$ cat src/rtl/hbbc_pkg.sv
// Shared types and constants of the HSV blob box and centroid block.
// No dependencies; imported by every other module of the block.
`default_nettype none

package hbbc_pkg;

    localparam int CNT_W      = 25;   // run and hit counters
    localparam int SUM_W      = 36;   // coordinate sums, also divider width
    localparam int FRAME_W    = 13;   // frame size registers and low corner
    localparam int CHAN_W     = 8;    // hue, saturation, value
    localparam int SIZE_W     = 13;   // signed blob size
    localparam int CFG_IDX_W  = 3;
    localparam int CFG_DATA_W = 25;

    localparam logic [CNT_W-1:0] CNT_MAX = {CNT_W{1'b1}};

    // register indexes
    localparam logic [CFG_IDX_W-1:0] REG_MIN_HUE     = 3'd0;
    localparam logic [CFG_IDX_W-1:0] REG_MAX_HUE     = 3'd1;
    localparam logic [CFG_IDX_W-1:0] REG_MIN_SAT     = 3'd2;
    localparam logic [CFG_IDX_W-1:0] REG_MIN_VAL     = 3'd3;
    localparam logic [CFG_IDX_W-1:0] REG_MIN_RUN     = 3'd4;
    localparam logic [CFG_IDX_W-1:0] REG_MIN_PIX     = 3'd5;
    localparam logic [CFG_IDX_W-1:0] REG_FRAME_WIDTH = 3'd6;
    localparam logic [CFG_IDX_W-1:0] REG_FRAME_HGT   = 3'd7;

    // register reset values
    localparam logic [CHAN_W-1:0]  RST_MIN_HUE     = 8'd170;
    localparam logic [CHAN_W-1:0]  RST_MAX_HUE     = 8'd10;
    localparam logic [CHAN_W-1:0]  RST_MIN_SAT     = 8'd100;
    localparam logic [CHAN_W-1:0]  RST_MIN_VAL     = 8'd100;
    localparam logic [FRAME_W-1:0] RST_MIN_RUN     = 13'd3;
    localparam logic [CNT_W-1:0]   RST_MIN_PIX     = 25'd50;
    localparam logic [FRAME_W-1:0] RST_FRAME_WIDTH = 13'd640;
    localparam logic [FRAME_W-1:0] RST_FRAME_HGT   = 13'd480;

    // controller to datapath
    typedef struct packed {
        logic load_pix;   // non-final pixel accepted: update and emit its item
        logic frame_end;  // final pixel accepted: update, snapshot, restart, divide
        logic load_sum;   // quotients ready and output free: emit the summary item
    } t_cmd;

    // datapath to controller
    typedef struct packed {
        logic div_busy;
    } t_stat;

endpackage

`default_nettype wire

$ cat src/rtl/hsv_blob_box_centroid.sv
// Top level of the HSV blob box and centroid block: stream packing and wiring.
// Depends on hbbc_pkg, hbbc_ctrl, hbbc_dp (and through it hbbc_div).
`default_nettype none

// Takes HSV pixels with their coordinates in raster order and gives one item per
// pixel: a flag telling whether the pixel was counted into the blob and, on the
// pixel marked with tlast, the frame summary (centroid, bounding box, size, hit
// count, detected flag), with m_axis_tlast marking that summary item. Pixels stream
// at one per clock while results are taken; a result waiting in the output register
// holds the input until it is taken, and a result taken in the same cycle frees the
// slot for the next pixel. After the last pixel of a frame the two centroid dividers
// run: they are restoring dividers that produce one quotient bit per cycle over 36
// steps, and input is held off until the summary has been loaded into the output
// register. Configuration is written through the plain write port; the user must
// write it only while the block is idle, as the block itself does not enforce this;
// frame width and height changes take effect at the next frame start.
module hsv_blob_box_centroid #(
    parameter int COORD_BITS = 12
) (
    input  wire logic                              i_clk,
    input  wire logic                              i_rst_n,
    input  wire logic                              s_axis_tvalid,
    output logic                                   s_axis_tready,
    // pos_x, pos_y, hue, saturation, brightness, zero fill
    input  wire logic [((2*COORD_BITS+24+7)/8)*8-1:0] s_axis_tdata,
    input  wire logic                              s_axis_tlast,     // frame_end
    output logic                                   m_axis_tvalid,
    input  wire logic                              m_axis_tready,
    // pixel_counted, centroid_x, centroid_y, box_min_x, box_max_x, box_min_y,
    // box_max_y, blob_size, hit_total, detected, zero fill
    output logic [((6*COORD_BITS+42+7)/8)*8-1:0]   m_axis_tdata,
    output logic                                   m_axis_tlast,     // frame_done
    input  wire logic                              i_cfg_we,
    input  wire logic [hbbc_pkg::CFG_IDX_W-1:0]    i_cfg_idx,
    input  wire logic [hbbc_pkg::CFG_DATA_W-1:0]   i_cfg_data
);
    import hbbc_pkg::*;

    localparam int OUT_RAW = 6*COORD_BITS + 42;
    localparam int OUT_W   = ((OUT_RAW + 7) / 8) * 8;
    localparam int HUE_LO  = 2*COORD_BITS;

    t_cmd  cmd;
    t_stat stat;

    logic                  pixel_counted, frame_done, detected;
    logic [COORD_BITS-1:0] centroid_x, centroid_y, box_max_x, box_max_y;
    logic [COORD_BITS:0]   box_min_x, box_min_y;
    logic [SIZE_W-1:0]     blob_size;
    logic [CNT_W-1:0]      hit_total;

    hbbc_ctrl u_ctrl (
        .i_clk      (i_clk),
        .i_rst_n    (i_rst_n),
        .i_s_tvalid (s_axis_tvalid),
        .i_s_tlast  (s_axis_tlast),
        .o_s_tready (s_axis_tready),
        .o_m_tvalid (m_axis_tvalid),
        .i_m_tready (m_axis_tready),
        .i_stat     (stat),
        .o_cmd      (cmd)
    );

    hbbc_dp #(
        .COORD_BITS (COORD_BITS)
    ) u_dp (
        .i_clk           (i_clk),
        .i_rst_n         (i_rst_n),
        .i_cmd           (cmd),
        .o_stat          (stat),
        .i_cfg_we        (i_cfg_we),
        .i_cfg_idx       (i_cfg_idx),
        .i_cfg_data      (i_cfg_data),
        .i_pos_x         (s_axis_tdata[COORD_BITS-1:0]),
        .i_pos_y         (s_axis_tdata[2*COORD_BITS-1:COORD_BITS]),
        .i_hue           (s_axis_tdata[HUE_LO+CHAN_W-1:HUE_LO]),
        .i_saturation    (s_axis_tdata[HUE_LO+2*CHAN_W-1:HUE_LO+CHAN_W]),
        .i_brightness    (s_axis_tdata[HUE_LO+3*CHAN_W-1:HUE_LO+2*CHAN_W]),
        .o_pixel_counted (pixel_counted),
        .o_frame_done    (frame_done),
        .o_centroid_x    (centroid_x),
        .o_centroid_y    (centroid_y),
        .o_box_min_x     (box_min_x),
        .o_box_max_x     (box_max_x),
        .o_box_min_y     (box_min_y),
        .o_box_max_y     (box_max_y),
        .o_blob_size     (blob_size),
        .o_hit_total     (hit_total),
        .o_detected      (detected)
    );

    assign m_axis_tdata = OUT_W'({detected, hit_total, blob_size, box_max_y, box_min_y,
                                  box_max_x, box_min_x, centroid_y, centroid_x,
                                  pixel_counted});
    assign m_axis_tlast = frame_done;

endmodule

`default_nettype wire

$ cat src/rtl/hbbc_div.sv
// Restoring divider, one quotient bit per cycle, SUM_W steps per division.
// Depends on hbbc_pkg for the dividend and divisor widths.
`default_nettype none

module hbbc_div (
    input  wire logic                       i_clk,
    input  wire logic                       i_rst_n,
    input  wire logic                       i_start,
    input  wire logic [hbbc_pkg::SUM_W-1:0] i_dividend,
    input  wire logic [hbbc_pkg::CNT_W-1:0] i_divisor,
    output logic                            o_busy,
    output logic [hbbc_pkg::SUM_W-1:0]      o_quotient
);
    import hbbc_pkg::*;

    localparam int STEP_W = $clog2(SUM_W);
    localparam logic [STEP_W-1:0] STEP_LAST = STEP_W'(SUM_W - 1);

    logic [SUM_W-1:0]  r_quo;
    logic [CNT_W-1:0]  r_den;
    logic [CNT_W-1:0]  r_rem;
    logic [STEP_W-1:0] r_step;
    logic              r_busy;

    logic [CNT_W:0] rem_sh;
    logic [CNT_W:0] diff;
    logic           ge;

    always_comb begin
        rem_sh = {r_rem, r_quo[SUM_W-1]};
        ge     = rem_sh >= {1'b0, r_den};
        diff   = rem_sh - {1'b0, r_den};
    end

    always_ff @(posedge i_clk) begin
        if (!i_rst_n) begin
            r_busy <= 1'b0;
            r_step <= '0;
        end else if (i_start) begin
            r_busy <= 1'b1;
            r_step <= STEP_LAST;
        end else if (r_busy) begin
            r_step <= r_step - STEP_W'(1);
            if (r_step == '0) begin
                r_busy <= 1'b0;
            end
        end
    end

    // remainder stays below the divisor, so it fits CNT_W bits
    always_ff @(posedge i_clk) begin
        if (i_start) begin
            r_quo <= i_dividend;
            r_den <= i_divisor;
            r_rem <= '0;
        end else if (r_busy) begin
            r_rem <= ge ? diff[CNT_W-1:0] : rem_sh[CNT_W-1:0];
            r_quo <= {r_quo[SUM_W-2:0], ge};
        end
    end

    assign o_busy     = r_busy;
    assign o_quotient = r_quo;

endmodule

`default_nettype wire

$ cat src/rtl/hbbc_dp.sv
// Datapath: configuration registers, match and run logic, box and sum accumulators,
// frame snapshot, two centroid dividers and the output register. Uses hbbc_pkg, hbbc_div.
`default_nettype none

module hbbc_dp #(
    parameter int COORD_BITS = 12
) (
    input  wire logic                            i_clk,
    input  wire logic                            i_rst_n,
    input  wire hbbc_pkg::t_cmd                  i_cmd,
    output hbbc_pkg::t_stat                      o_stat,
    input  wire logic                            i_cfg_we,
    input  wire logic [hbbc_pkg::CFG_IDX_W-1:0]  i_cfg_idx,
    input  wire logic [hbbc_pkg::CFG_DATA_W-1:0] i_cfg_data,
    input  wire logic [COORD_BITS-1:0]           i_pos_x,
    input  wire logic [COORD_BITS-1:0]           i_pos_y,
    input  wire logic [hbbc_pkg::CHAN_W-1:0]     i_hue,
    input  wire logic [hbbc_pkg::CHAN_W-1:0]     i_saturation,
    input  wire logic [hbbc_pkg::CHAN_W-1:0]     i_brightness,
    output logic                                 o_pixel_counted,
    output logic                                 o_frame_done,
    output logic [COORD_BITS-1:0]                o_centroid_x,
    output logic [COORD_BITS-1:0]                o_centroid_y,
    output logic [COORD_BITS:0]                  o_box_min_x,
    output logic [COORD_BITS-1:0]                o_box_max_x,
    output logic [COORD_BITS:0]                  o_box_min_y,
    output logic [COORD_BITS-1:0]                o_box_max_y,
    output logic [hbbc_pkg::SIZE_W-1:0]          o_blob_size,
    output logic [hbbc_pkg::CNT_W-1:0]           o_hit_total,
    output logic                                 o_detected
);
    import hbbc_pkg::*;

    localparam int XW   = (COORD_BITS > FRAME_W) ? COORD_BITS : FRAME_W;
    localparam int SZ_W = XW + 3;

    // configuration
    logic [CHAN_W-1:0]  r_min_hue, r_max_hue, r_min_sat, r_min_val;
    logic [FRAME_W-1:0] r_min_run, r_frame_width, r_frame_hgt;
    logic [CNT_W-1:0]   r_min_pix;

    // frame accumulators
    logic [CNT_W-1:0]      r_run, n_run;
    logic [FRAME_W-1:0]    r_low_x, n_low_x, r_low_y, n_low_y;
    logic [COORD_BITS-1:0] r_high_x, n_high_x, r_high_y, n_high_y;
    logic [CNT_W-1:0]      r_hit, n_hit;
    logic [SUM_W-1:0]      r_sum_x, n_sum_x, r_sum_y, n_sum_y;

    // snapshot of the finished frame
    logic [FRAME_W-1:0]    r_snap_low_x, r_snap_low_y;
    logic [COORD_BITS-1:0] r_snap_high_x, r_snap_high_y;
    logic [CNT_W-1:0]      r_snap_hit;
    logic                  r_snap_pc, r_snap_det;

    // output register
    logic                  r_pc, r_done, r_det;
    logic [COORD_BITS-1:0] r_cx, r_cy, r_bmax_x, r_bmax_y;
    logic [COORD_BITS:0]   r_bmin_x, r_bmin_y;
    logic [SIZE_W-1:0]     r_size;
    logic [CNT_W-1:0]      r_hit_out;

    logic match, counted;
    logic [CNT_W-1:0] divisor;
    logic busy_x, busy_y;
    logic [SUM_W-1:0] quo_x, quo_y;

    logic signed [SZ_W-1:0] w_span, h_span, t_sum, t_half, t_inc, t_inc_half, sz;
    logic [XW:0] min_x_ext, min_y_ext;

    always_comb begin
        match   = (i_hue > r_min_hue || i_hue < r_max_hue)
                  && i_saturation > r_min_sat && i_brightness > r_min_val;
        counted = match && (r_run >= CNT_W'(r_min_run));

        n_run = match ? ((r_run != CNT_MAX) ? r_run + CNT_W'(1) : r_run) : '0;

        n_low_x  = r_low_x;
        n_high_x = r_high_x;
        n_low_y  = r_low_y;
        n_high_y = r_high_y;
        n_hit    = r_hit;
        n_sum_x  = r_sum_x;
        n_sum_y  = r_sum_y;
        if (counted) begin
            if (XW'(i_pos_x) < XW'(r_low_x)) n_low_x = FRAME_W'(i_pos_x);
            if (i_pos_x > r_high_x)          n_high_x = i_pos_x;
            if (XW'(i_pos_y) < XW'(r_low_y)) n_low_y = FRAME_W'(i_pos_y);
            if (i_pos_y > r_high_y)          n_high_y = i_pos_y;
            if (r_hit != CNT_MAX)            n_hit = r_hit + CNT_W'(1);
            n_sum_x = r_sum_x + SUM_W'(i_pos_x);
            n_sum_y = r_sum_y + SUM_W'(i_pos_y);
        end

        // an empty frame divides by one
        divisor = (n_hit == '0) ? CNT_W'(1) : n_hit;
    end

    // round half away from zero of (w + h) / 2
    always_comb begin
        w_span     = $signed(SZ_W'(r_snap_high_x)) - $signed(SZ_W'(r_snap_low_x));
        h_span     = $signed(SZ_W'(r_snap_high_y)) - $signed(SZ_W'(r_snap_low_y));
        t_sum      = w_span + h_span;
        t_half     = t_sum >>> 1;
        t_inc      = t_sum + $signed(SZ_W'(1));
        t_inc_half = t_inc >>> 1;
        sz         = t_sum[SZ_W-1] ? t_half : t_inc_half;
        min_x_ext  = (XW+1)'(r_snap_low_x);
        min_y_ext  = (XW+1)'(r_snap_low_y);
    end

    always_ff @(posedge i_clk) begin
        if (!i_rst_n) begin
            r_min_hue     <= RST_MIN_HUE;
            r_max_hue     <= RST_MAX_HUE;
            r_min_sat     <= RST_MIN_SAT;
            r_min_val     <= RST_MIN_VAL;
            r_min_run     <= RST_MIN_RUN;
            r_min_pix     <= RST_MIN_PIX;
            r_frame_width <= RST_FRAME_WIDTH;
            r_frame_hgt   <= RST_FRAME_HGT;
        end else if (i_cfg_we) begin
            unique case (i_cfg_idx)
                REG_MIN_HUE:     r_min_hue     <= i_cfg_data[CHAN_W-1:0];
                REG_MAX_HUE:     r_max_hue     <= i_cfg_data[CHAN_W-1:0];
                REG_MIN_SAT:     r_min_sat     <= i_cfg_data[CHAN_W-1:0];
                REG_MIN_VAL:     r_min_val     <= i_cfg_data[CHAN_W-1:0];
                REG_MIN_RUN:     r_min_run     <= i_cfg_data[FRAME_W-1:0];
                REG_MIN_PIX:     r_min_pix     <= i_cfg_data[CNT_W-1:0];
                REG_FRAME_WIDTH: r_frame_width <= i_cfg_data[FRAME_W-1:0];
                REG_FRAME_HGT:   r_frame_hgt   <= i_cfg_data[FRAME_W-1:0];
                default: ;
            endcase
        end
    end

    always_ff @(posedge i_clk) begin
        if (!i_rst_n) begin
            r_run    <= '0;
            r_low_x  <= RST_FRAME_WIDTH;
            r_high_x <= '0;
            r_low_y  <= RST_FRAME_HGT;
            r_high_y <= '0;
            r_hit    <= '0;
            r_sum_x  <= '0;
            r_sum_y  <= '0;
        end else if (i_cmd.frame_end) begin
            // restart with the frame size as it stands now
            r_run    <= '0;
            r_low_x  <= r_frame_width;
            r_high_x <= '0;
            r_low_y  <= r_frame_hgt;
            r_high_y <= '0;
            r_hit    <= '0;
            r_sum_x  <= '0;
            r_sum_y  <= '0;
        end else if (i_cmd.load_pix) begin
            r_run    <= n_run;
            r_low_x  <= n_low_x;
            r_high_x <= n_high_x;
            r_low_y  <= n_low_y;
            r_high_y <= n_high_y;
            r_hit    <= n_hit;
            r_sum_x  <= n_sum_x;
            r_sum_y  <= n_sum_y;
        end
    end

    always_ff @(posedge i_clk) begin
        if (i_cmd.frame_end) begin
            r_snap_low_x  <= n_low_x;
            r_snap_high_x <= n_high_x;
            r_snap_low_y  <= n_low_y;
            r_snap_high_y <= n_high_y;
            r_snap_hit    <= n_hit;
            r_snap_pc     <= counted;
            r_snap_det    <= n_hit > r_min_pix;
        end
    end

    always_ff @(posedge i_clk) begin
        if (i_cmd.load_pix) begin
            r_pc      <= counted;
            r_done    <= 1'b0;
            r_cx      <= '0;
            r_cy      <= '0;
            r_bmin_x  <= '0;
            r_bmax_x  <= '0;
            r_bmin_y  <= '0;
            r_bmax_y  <= '0;
            r_size    <= '0;
            r_hit_out <= '0;
            r_det     <= 1'b0;
        end else if (i_cmd.load_sum) begin
            r_pc      <= r_snap_pc;
            r_done    <= 1'b1;
            r_cx      <= quo_x[COORD_BITS-1:0];
            r_cy      <= quo_y[COORD_BITS-1:0];
            r_bmin_x  <= min_x_ext[COORD_BITS:0];
            r_bmax_x  <= r_snap_high_x;
            r_bmin_y  <= min_y_ext[COORD_BITS:0];
            r_bmax_y  <= r_snap_high_y;
            r_size    <= sz[SIZE_W-1:0];
            r_hit_out <= r_snap_hit;
            r_det     <= r_snap_det;
        end
    end

    hbbc_div u_div_x (
        .i_clk      (i_clk),
        .i_rst_n    (i_rst_n),
        .i_start    (i_cmd.frame_end),
        .i_dividend (n_sum_x),
        .i_divisor  (divisor),
        .o_busy     (busy_x),
        .o_quotient (quo_x)
    );

    hbbc_div u_div_y (
        .i_clk      (i_clk),
        .i_rst_n    (i_rst_n),
        .i_start    (i_cmd.frame_end),
        .i_dividend (n_sum_y),
        .i_divisor  (divisor),
        .o_busy     (busy_y),
        .o_quotient (quo_y)
    );

    assign o_stat.div_busy = busy_x | busy_y;

    assign o_pixel_counted = r_pc;
    assign o_frame_done    = r_done;
    assign o_centroid_x    = r_cx;
    assign o_centroid_y    = r_cy;
    assign o_box_min_x     = r_bmin_x;
    assign o_box_max_x     = r_bmax_x;
    assign o_box_min_y     = r_bmin_y;
    assign o_box_max_y     = r_bmax_y;
    assign o_blob_size     = r_size;
    assign o_hit_total     = r_hit_out;
    assign o_detected      = r_det;

endmodule

`default_nettype wire

$ cat src/rtl/hbbc_ctrl.sv
// Controller: stream handshakes, output register valid and the wait for the dividers.
// Depends on hbbc_pkg for the command and status structs.
`default_nettype none

module hbbc_ctrl (
    input  wire logic            i_clk,
    input  wire logic            i_rst_n,
    input  wire logic            i_s_tvalid,
    input  wire logic            i_s_tlast,
    output logic                 o_s_tready,
    output logic                 o_m_tvalid,
    input  wire logic            i_m_tready,
    input  wire hbbc_pkg::t_stat i_stat,
    output hbbc_pkg::t_cmd       o_cmd
);
    import hbbc_pkg::*;

    typedef enum logic {
        S_PIX,
        S_DIV
    } t_state;

    t_state r_state;
    logic   r_out_valid;

    logic slot_free, ready, accept;

    always_comb begin
        slot_free       = !r_out_valid || i_m_tready;
        ready           = (r_state == S_PIX) && slot_free;
        accept          = i_s_tvalid && ready;
        o_cmd.load_pix  = accept && !i_s_tlast;
        o_cmd.frame_end = accept && i_s_tlast;
        o_cmd.load_sum  = (r_state == S_DIV) && !i_stat.div_busy && slot_free;
    end

    always_ff @(posedge i_clk) begin
        if (!i_rst_n) begin
            r_state     <= S_PIX;
            r_out_valid <= 1'b0;
        end else begin
            unique case (r_state)
                S_PIX: begin
                    if (o_cmd.frame_end) r_state <= S_DIV;
                end
                S_DIV: begin
                    if (o_cmd.load_sum) r_state <= S_PIX;
                end
                default: r_state <= S_PIX;
            endcase
            // hold the item until taken
            if (o_cmd.load_pix || o_cmd.load_sum) begin
                r_out_valid <= 1'b1;
            end else if (i_m_tready) begin
                r_out_valid <= 1'b0;
            end
        end
    end

    assign o_s_tready = ready;
    assign o_m_tvalid = r_out_valid;

endmodule

`default_nettype wire
$ cat config.mk
export PLATFORM = sky130hd
export DESIGN_NAME = hsv_blob_box_centroid
export DESIGN_NICKNAME = d
export VERILOG_FILES = /design/src/rtl/hbbc_pkg.sv /design/src/rtl/hsv_blob_box_centroid.sv /design/src/rtl/hbbc_div.sv /design/src/rtl/hbbc_dp.sv /design/src/rtl/hbbc_ctrl.sv
export SDC_FILE = /design/constraint.sdc
export NUM_CORES = 2
export LEC_CHECK = 0
export BUFFER_PORTS_ARGS = -buffer_cell sky130_fd_sc_hd__buf_2
export CAP_MARGIN = 20
export CORE_UTILIZATION = 40
export CTS_CLUSTER_DIAMETER = 30
export DETAILED_ROUTE_END_ITERATION = 7
export PLACE_DENSITY_LB_ADDON = 0.1
export SYNTH_ARGS = -nofsm -noshare
export SYNTH_HDL_FRONTEND = slang
export SYNTH_HIERARCHICAL = 1
export SYNTH_SLANG_ARGS = --single-unit
$ cat constraint.sdc
create_clock -name i_clk -period 8.2 [get_ports i_clk]
set_input_delay 1.64 -clock i_clk [delete_from_list [all_inputs] [get_ports i_clk]]
set_output_delay 1.64 -clock i_clk [all_outputs]
set_load 0.03 [all_outputs]
-- Word-level counts from Yosys, hierarchy flattened
Index checks and enable logic that the tools add are counted.
- flip-flop bits (word level): 623
- input bits: 82
- output and inout port bits: 123
- logic and storage cells: 160
- $add $sub $neg: 12
- order comparisons: 12
- equal/unequal tests: 10
- multiplexer cells: 42
- bitwise operators: 3
- reduce and logical (&&, ||, !) cells: 34
- operators by type and width (cell ; count):
    $mux 36 ; 6
    $mux 25 ; 6
    $mux 13 ; 9
    $add 36x12->36 ; 2
    $ge 26x25->1 ; 2
    $add 25x1->25 const B ; 2
    $ne 25x25->1 const B ; 2
    $sub 25x25->25 ; 2
    $mux 12 ; 4
    $sub 12x13->14 ; 2
    $lt 12x13->1 ; 2
    $ge 25x13->1 ; 1
    $gt 25x25->1 ; 1
    $logic_not 25->1 ; 1
    $gt 12x12->1 ; 2
    $gt 8x8->1 ; 3
    $mux 6 ; 4
    $reduce_and 2->1 ; 9
    $add 14x14->15 ; 1
    $add 14x2->14 const B ; 1
    $eq 3x3->1 const B ; 4
    $logic_not 6->1 ; 2
    $mux 1 ; 12
    $sub 6x1->6 const B ; 2
    other kinds (13) ; 31

-- Logic depth before layout (Yosys ltp)
- depth after elaboration: 8
- mapped depth: 22
- gate-level depth less buffers: 21

-- Modules after synthesis
The synthesis kept the hierarchy.
- by module, submodules not included (module ; instances ; cells each ; area each (um2)):
    hbbc_dp ; 1 ; 2898 ; 25565.8
    hbbc_div ; 2 ; 471 ; 5148.7
    hbbc_ctrl ; 1 ; 13 ; 123.9
    hsv_blob_box_centroid ; 1 ; 9 ; 63.8

-- Worst setup path before layout
OpenSTA, ideal clock, no wires.
- path type: in2reg
- start point: in m_axis_tready
- end point: reg u_dp.u_div_x.r_quo[0] (netlist: u_dp/u_div_x/o_quotient[0]), enable pin
- data arrival time: 8.224 ns
- data required time: 7.823 ns
- slack: -0.401 ns
- stages: 5
- cell sequence: nor2b_4 > nor3_2 > buf_1 > buf_1 > or2_2
- RTL lines (element ; RTL line ; RTL):
    start: declaration ; hsv_blob_box_centroid.sv:28 ; input wire logic m_axis_tready,
    end signal: assignment ; hbbc_div.sv:53 ; r_quo <= i_dividend;
    end signal: assignment ; hbbc_div.sv:58 ; r_quo <= {r_quo[SUM_W-2:0], ge};
    end: declaration ; hbbc_div.sv:19 ; logic [SUM_W-1:0] r_quo;

-- Worst setup path after layout
- start point: in s_axis_tdata[47]
- end point: reg u_dp.r_snap_det (data pin)
- cells in the longest elaborated chain, start to end: 5
- RTL lines (element ; RTL line ; RTL):
    start: declaration ; hsv_blob_box_centroid.sv:25 ; input wire logic [((2*COORD_BITS+24+7)/8)*8-1:0] s_axis_tdata,
    $gt 8x8->1 ; hbbc_dp.sv:72 ; && i_saturation > r_min_sat && i_brightness > r_min_val;
    $logic_and 1x1->1 ; hbbc_dp.sv:72 ;
    $logic_and 1x1->1 ; hbbc_dp.sv:73 ; counted = match && (r_run >= CNT_W'(r_min_run));
    $mux 25 ; hbbc_dp.sv:84 ; if (counted) begin
    named net u_dp.n_hit[21] ; hbbc_dp.sv:46 ; logic [CNT_W-1:0] r_hit, n_hit;
    $gt 25x25->1 ; hbbc_dp.sv:176 ; r_snap_det <= n_hit > r_min_pix;
    end signal: assignment ; hbbc_dp.sv:176 ;
    end: declaration ; hbbc_dp.sv:53 ; logic r_snap_pc, r_snap_det;
The timed path passes the listed nets, and every way through them passes these cells.
A chain may end at the register's enable or synchronous reset.

==> flow_summary_export.csv <==
group,metric,value,unit
pwr,finalPower,12.93,mW
clock_network,cts_made_buffers,167,
sta,hold_slack,0.4622,ns
drt,wl_per_cell,18.92,um
sta,max_freq,174.1,MHz
sta,maxSlewViolCount,0,
global_route,grt_pass1_wl,157.6,mm
pwr,power_density,294.2,nW/um^2
layout,fill_cells,8318,
critical_path,rr_startpoint,"u_dp/r_hit[0]$_SDFFE_PP0P_",
drt,met3_length,5.091,mm
drt,via_per_inst,5.208,
drt,firstDrtPassIters,5,
synthesis,avgSynthCellArea,9.335,sq um
layout,layout.cells.non_filler,5375,
global_route,grt_max_degree,154,
layout,drive_gt1_frac,0.1668,
die,die_w,302.2,um
drt,num_vias,27990,
sta,fin_crit_sh,0.7004,
clock_network,clock_path_buffers,3,
global_route,grt_overflow,0,
drt,top_layer,"met5",
critical_path,start_kind,"input pin",
critical_path,critical_path_class,"in -> reg",
clock_network,cts-root-buf,"clkbuf_16",
sta,hold_viol,0,
die,core-area,88780,sq um
die,die_h,302.2,um
synthesis,yosysWarnings,6,
place,port_buffers,198,
critical_path,reg2reg_setup_slack,2.85,ns
synthesis,ys_ff_latch,648,
sta,fin_setup_tns,0,ns
clock_network,cts-resized-gates,0,
layout,final_area,43950,sq um
drt,drt-met1-wl,48.97,mm
hold_path,hold_path_startpoint,"u_dp/o_frame_done$_SDFFE_PP0P_",
die,io-pin-count,205,
critical_path,startpoint,"s_axis_tdata[47]",
drt,drc,0,
critical_path,crit_family,"compound AO/OA/AOI/OAI gates",
synthesis,synthArstFlopShare,0,
sta,grt_setup_unrepaired,"false",
place,dp.final_hpwl,71.91,mm
status,status,"complete, no violations",
clock_network,clkTransAtPathRegs,0.05,ns
critical_path,worstPathMaxFanout,17,
clock_network,cts_hold_buf,0,
global_route,antenna_found_initial,3,
drt,wl,101.7,mm
critical_path,worstPathRequired,8.65,ns
die,dieArea,91330,sq um
layout,nets,4387,
layout,syn2layout_area_growth,21.91,%
critical_path,endpoint_kind,"flop",
clock_network,cts.sinks,648,
critical_path,path_cells,"buf_2, ha_1, and4_1, nand3_1, o221ai_2, o311ai_4, a211o_2, clkinv_2, and2_1, nand2_1, xnor2_1, ha_1, a21o_1, a21o_1, a21oi_1, o21ai_0, a2111oi_0, o21ai_0, o211ai_1, a31oi_1",
synthesis,synthFlopType,"dfxtp_1",
drt,postRouteAntennaNets,0,
sta,min_period,5.743,ns
place,place_area,37900,sq um
synthesis,syn_area,36050,sq um
sta,worstMarginPinSlew,1.026,ns
place,place.gp.congestion,0.8717,
critical_path,critPathMaxStageDelay,0.54,ns
synthesis,ys_seq_area_frac,0.4154,
global_route,grt_pass1_vias,27160,
job,cap_violations,0,
pwr,peakVddDrop,0.2665,mV
die,initial_core_util,0.4061,
synthesis,synth_edf_count,200,
critical_path,crit_buf_inv,2,
critical_path,slowest_stage,"a2111oi_0",
sta,max_slew_margin,0.3161,
clock_network,clkLatencyLatePin,0.73,ns
clock_network,post_cts_buffers,0,
clock_network,h-tree-depth,4,
die,row_count,109,
sta,skew,0.02299,ns
drt,drt_iter0_drc,1678,
synthesis,syn-instance-count,3862,
critical_path,crit_arrival,6.19,ns
global_route,globalRouteTotalUtil,0.2226,
pwr,p_leak,18.31,nW
place,place_inst,5059,
drt,dr_wl_met2,44.72,mm
synthesis,ys_types,97,
hold_path,hp-class,"reg -> reg",
clock_network,cts_tree,"built",
sta,finalSetupViolCount,0,
## report_power, final
group	leakage (nW)	switching, mW	total [mW]	internal (mW)
clock network	2.92	2.11	6.98	4.86
registers	5.55	0.177	3.78	3.60
logic	9.85	1.33	2.17	0.841
total	18.3	3.62	12.9	9.31
## cell usage in the layout (no fill, tap or decap), types with 58 or more instances in the layout
master,count
dfxtp_1,446
nor2_1,408
nand2_1,408
inv_1,262
ha_1,234
edfxtp_1,200
buf_2,197
clkbuf_16,171
a21oi_1,161
xnor2_1,140
mux2i_1,140
o21ai_0,107
xor2_1,104
a21boi_0,96
mux2_2,96
nand3_1,81
a21o_1,71
a211oi_1,58
## tightest hold or removal path, stage by stage, from the launching register on
cell and delay, ns:
dfxtp_1 0.32, nor2_1 0.04, nor2_1 0.06
## area by class of cell
class / count / area [sq um] / share of cell area
multi-input cells: 2751 / 19210 / 0.4371
inverters: 265 / 997.2 / 0.02269
flip-flops and latches: 648 / 14980 / 0.3408
repair buffers: 231 / 1264 / 0.02875
diodes: 2 / 5.005 / 0.0001139
clock inverters: 114 / 1583 / 0.03601
clock buffers: 199 / 4454 / 0.1014
well taps: 1165 / 1458 / 0.03317
## Yosys cell counts, types with 19 or more instances
library cell / number / area share
a21o_1: 71 / 0.015
inv_1: 262 / 0.027
a21oi_1: 161 / 0.022
and3_1: 28 / 0.0049
dfxtp_1: 448 / 0.25
nand2b_1: 26 / 0.0045
o21a_1: 35 / 0.0073
or3_1: 29 / 0.0050
mux2i_1: 140 / 0.039
nor2b_1: 32 / 0.0056
nand4_1: 57 / 0.0099
o21ai_0: 107 / 0.015
nor2_1: 409 / 0.043
ha_1: 234 / 0.081
buf_2: 22 / 0.0031
and2_1: 22 / 0.0038
mux2_1: 19 / 0.0059
xnor2_1: 140 / 0.034
edfxtp_1: 200 / 0.17
o211a_1: 28 / 0.0078
a211oi_1: 58 / 0.012
nor3_1: 57 / 0.0079
clkbuf_1: 134 / 0.014
a21boi_0: 96 / 0.020
nand3_1: 81 / 0.011
mux2_2: 96 / 0.030
xor2_1: 104 / 0.025
buf_4: 21 / 0.0044
nand2_1: 409 / 0.043
o211ai_1: 54 / 0.011
## flip-flops by register name, summed over array words and instances (netlist names), 36 cells and up
name                     cells
u_dp/r_sum_x                36
u_dp/r_sum_y                36
u_dp/u_div_x/o_quotient     36
u_dp/u_div_y/o_quotient     36
## metrics by stage
stage,setup WS (ns),utilization
2_1_floorplan,1.659,-
3_3_place_gp,1.858,0.4269
3_5_place_dp,1.716,0.4269
4_1_cts,2.492,0.4949
5_1_grt,2.035,0.4950
6_report,2.457,0.4950
## routing by layer
metal | global-route usage | vias up
li1 | - | 14060
met1 | 0.3085 | 13140
met2 | 0.3422 | 619
met3 | 0.04223 | 172
met4 | 0.08369 | 2
met5 | 0 | -
## final timing paths
| kind | end | cells past startpoint |
|---|---|---|
| setup reg to reg | u_dp/r_snap_det$_DFFE_PP_ | 16 |
| hold / removal | u_dp/o_frame_done$_SDFFE_PP0P_ | 2 |
| setup / recovery | u_dp/r_snap_det$_DFFE_PP_ | 20 |
| hold reg to reg | u_dp/o_frame_done$_SDFFE_PP0P_ | 2 |
## logic make-up (layout without fill, tap and decap cells)
group	after synthesis	in the layout	share of synthesized area
compound gates	762	762	0.1523
xor+xnor	244	244	0.05928
buf+inv	468	809	0.05359
fa+ha+maj	241	241	0.08510
mux	255	255	0.07479
other cells	1	8	0.0001040
simple gates	1243	1243	0.1595
flops	648	648	0.4154
Power figures use the tool's default switching activity.
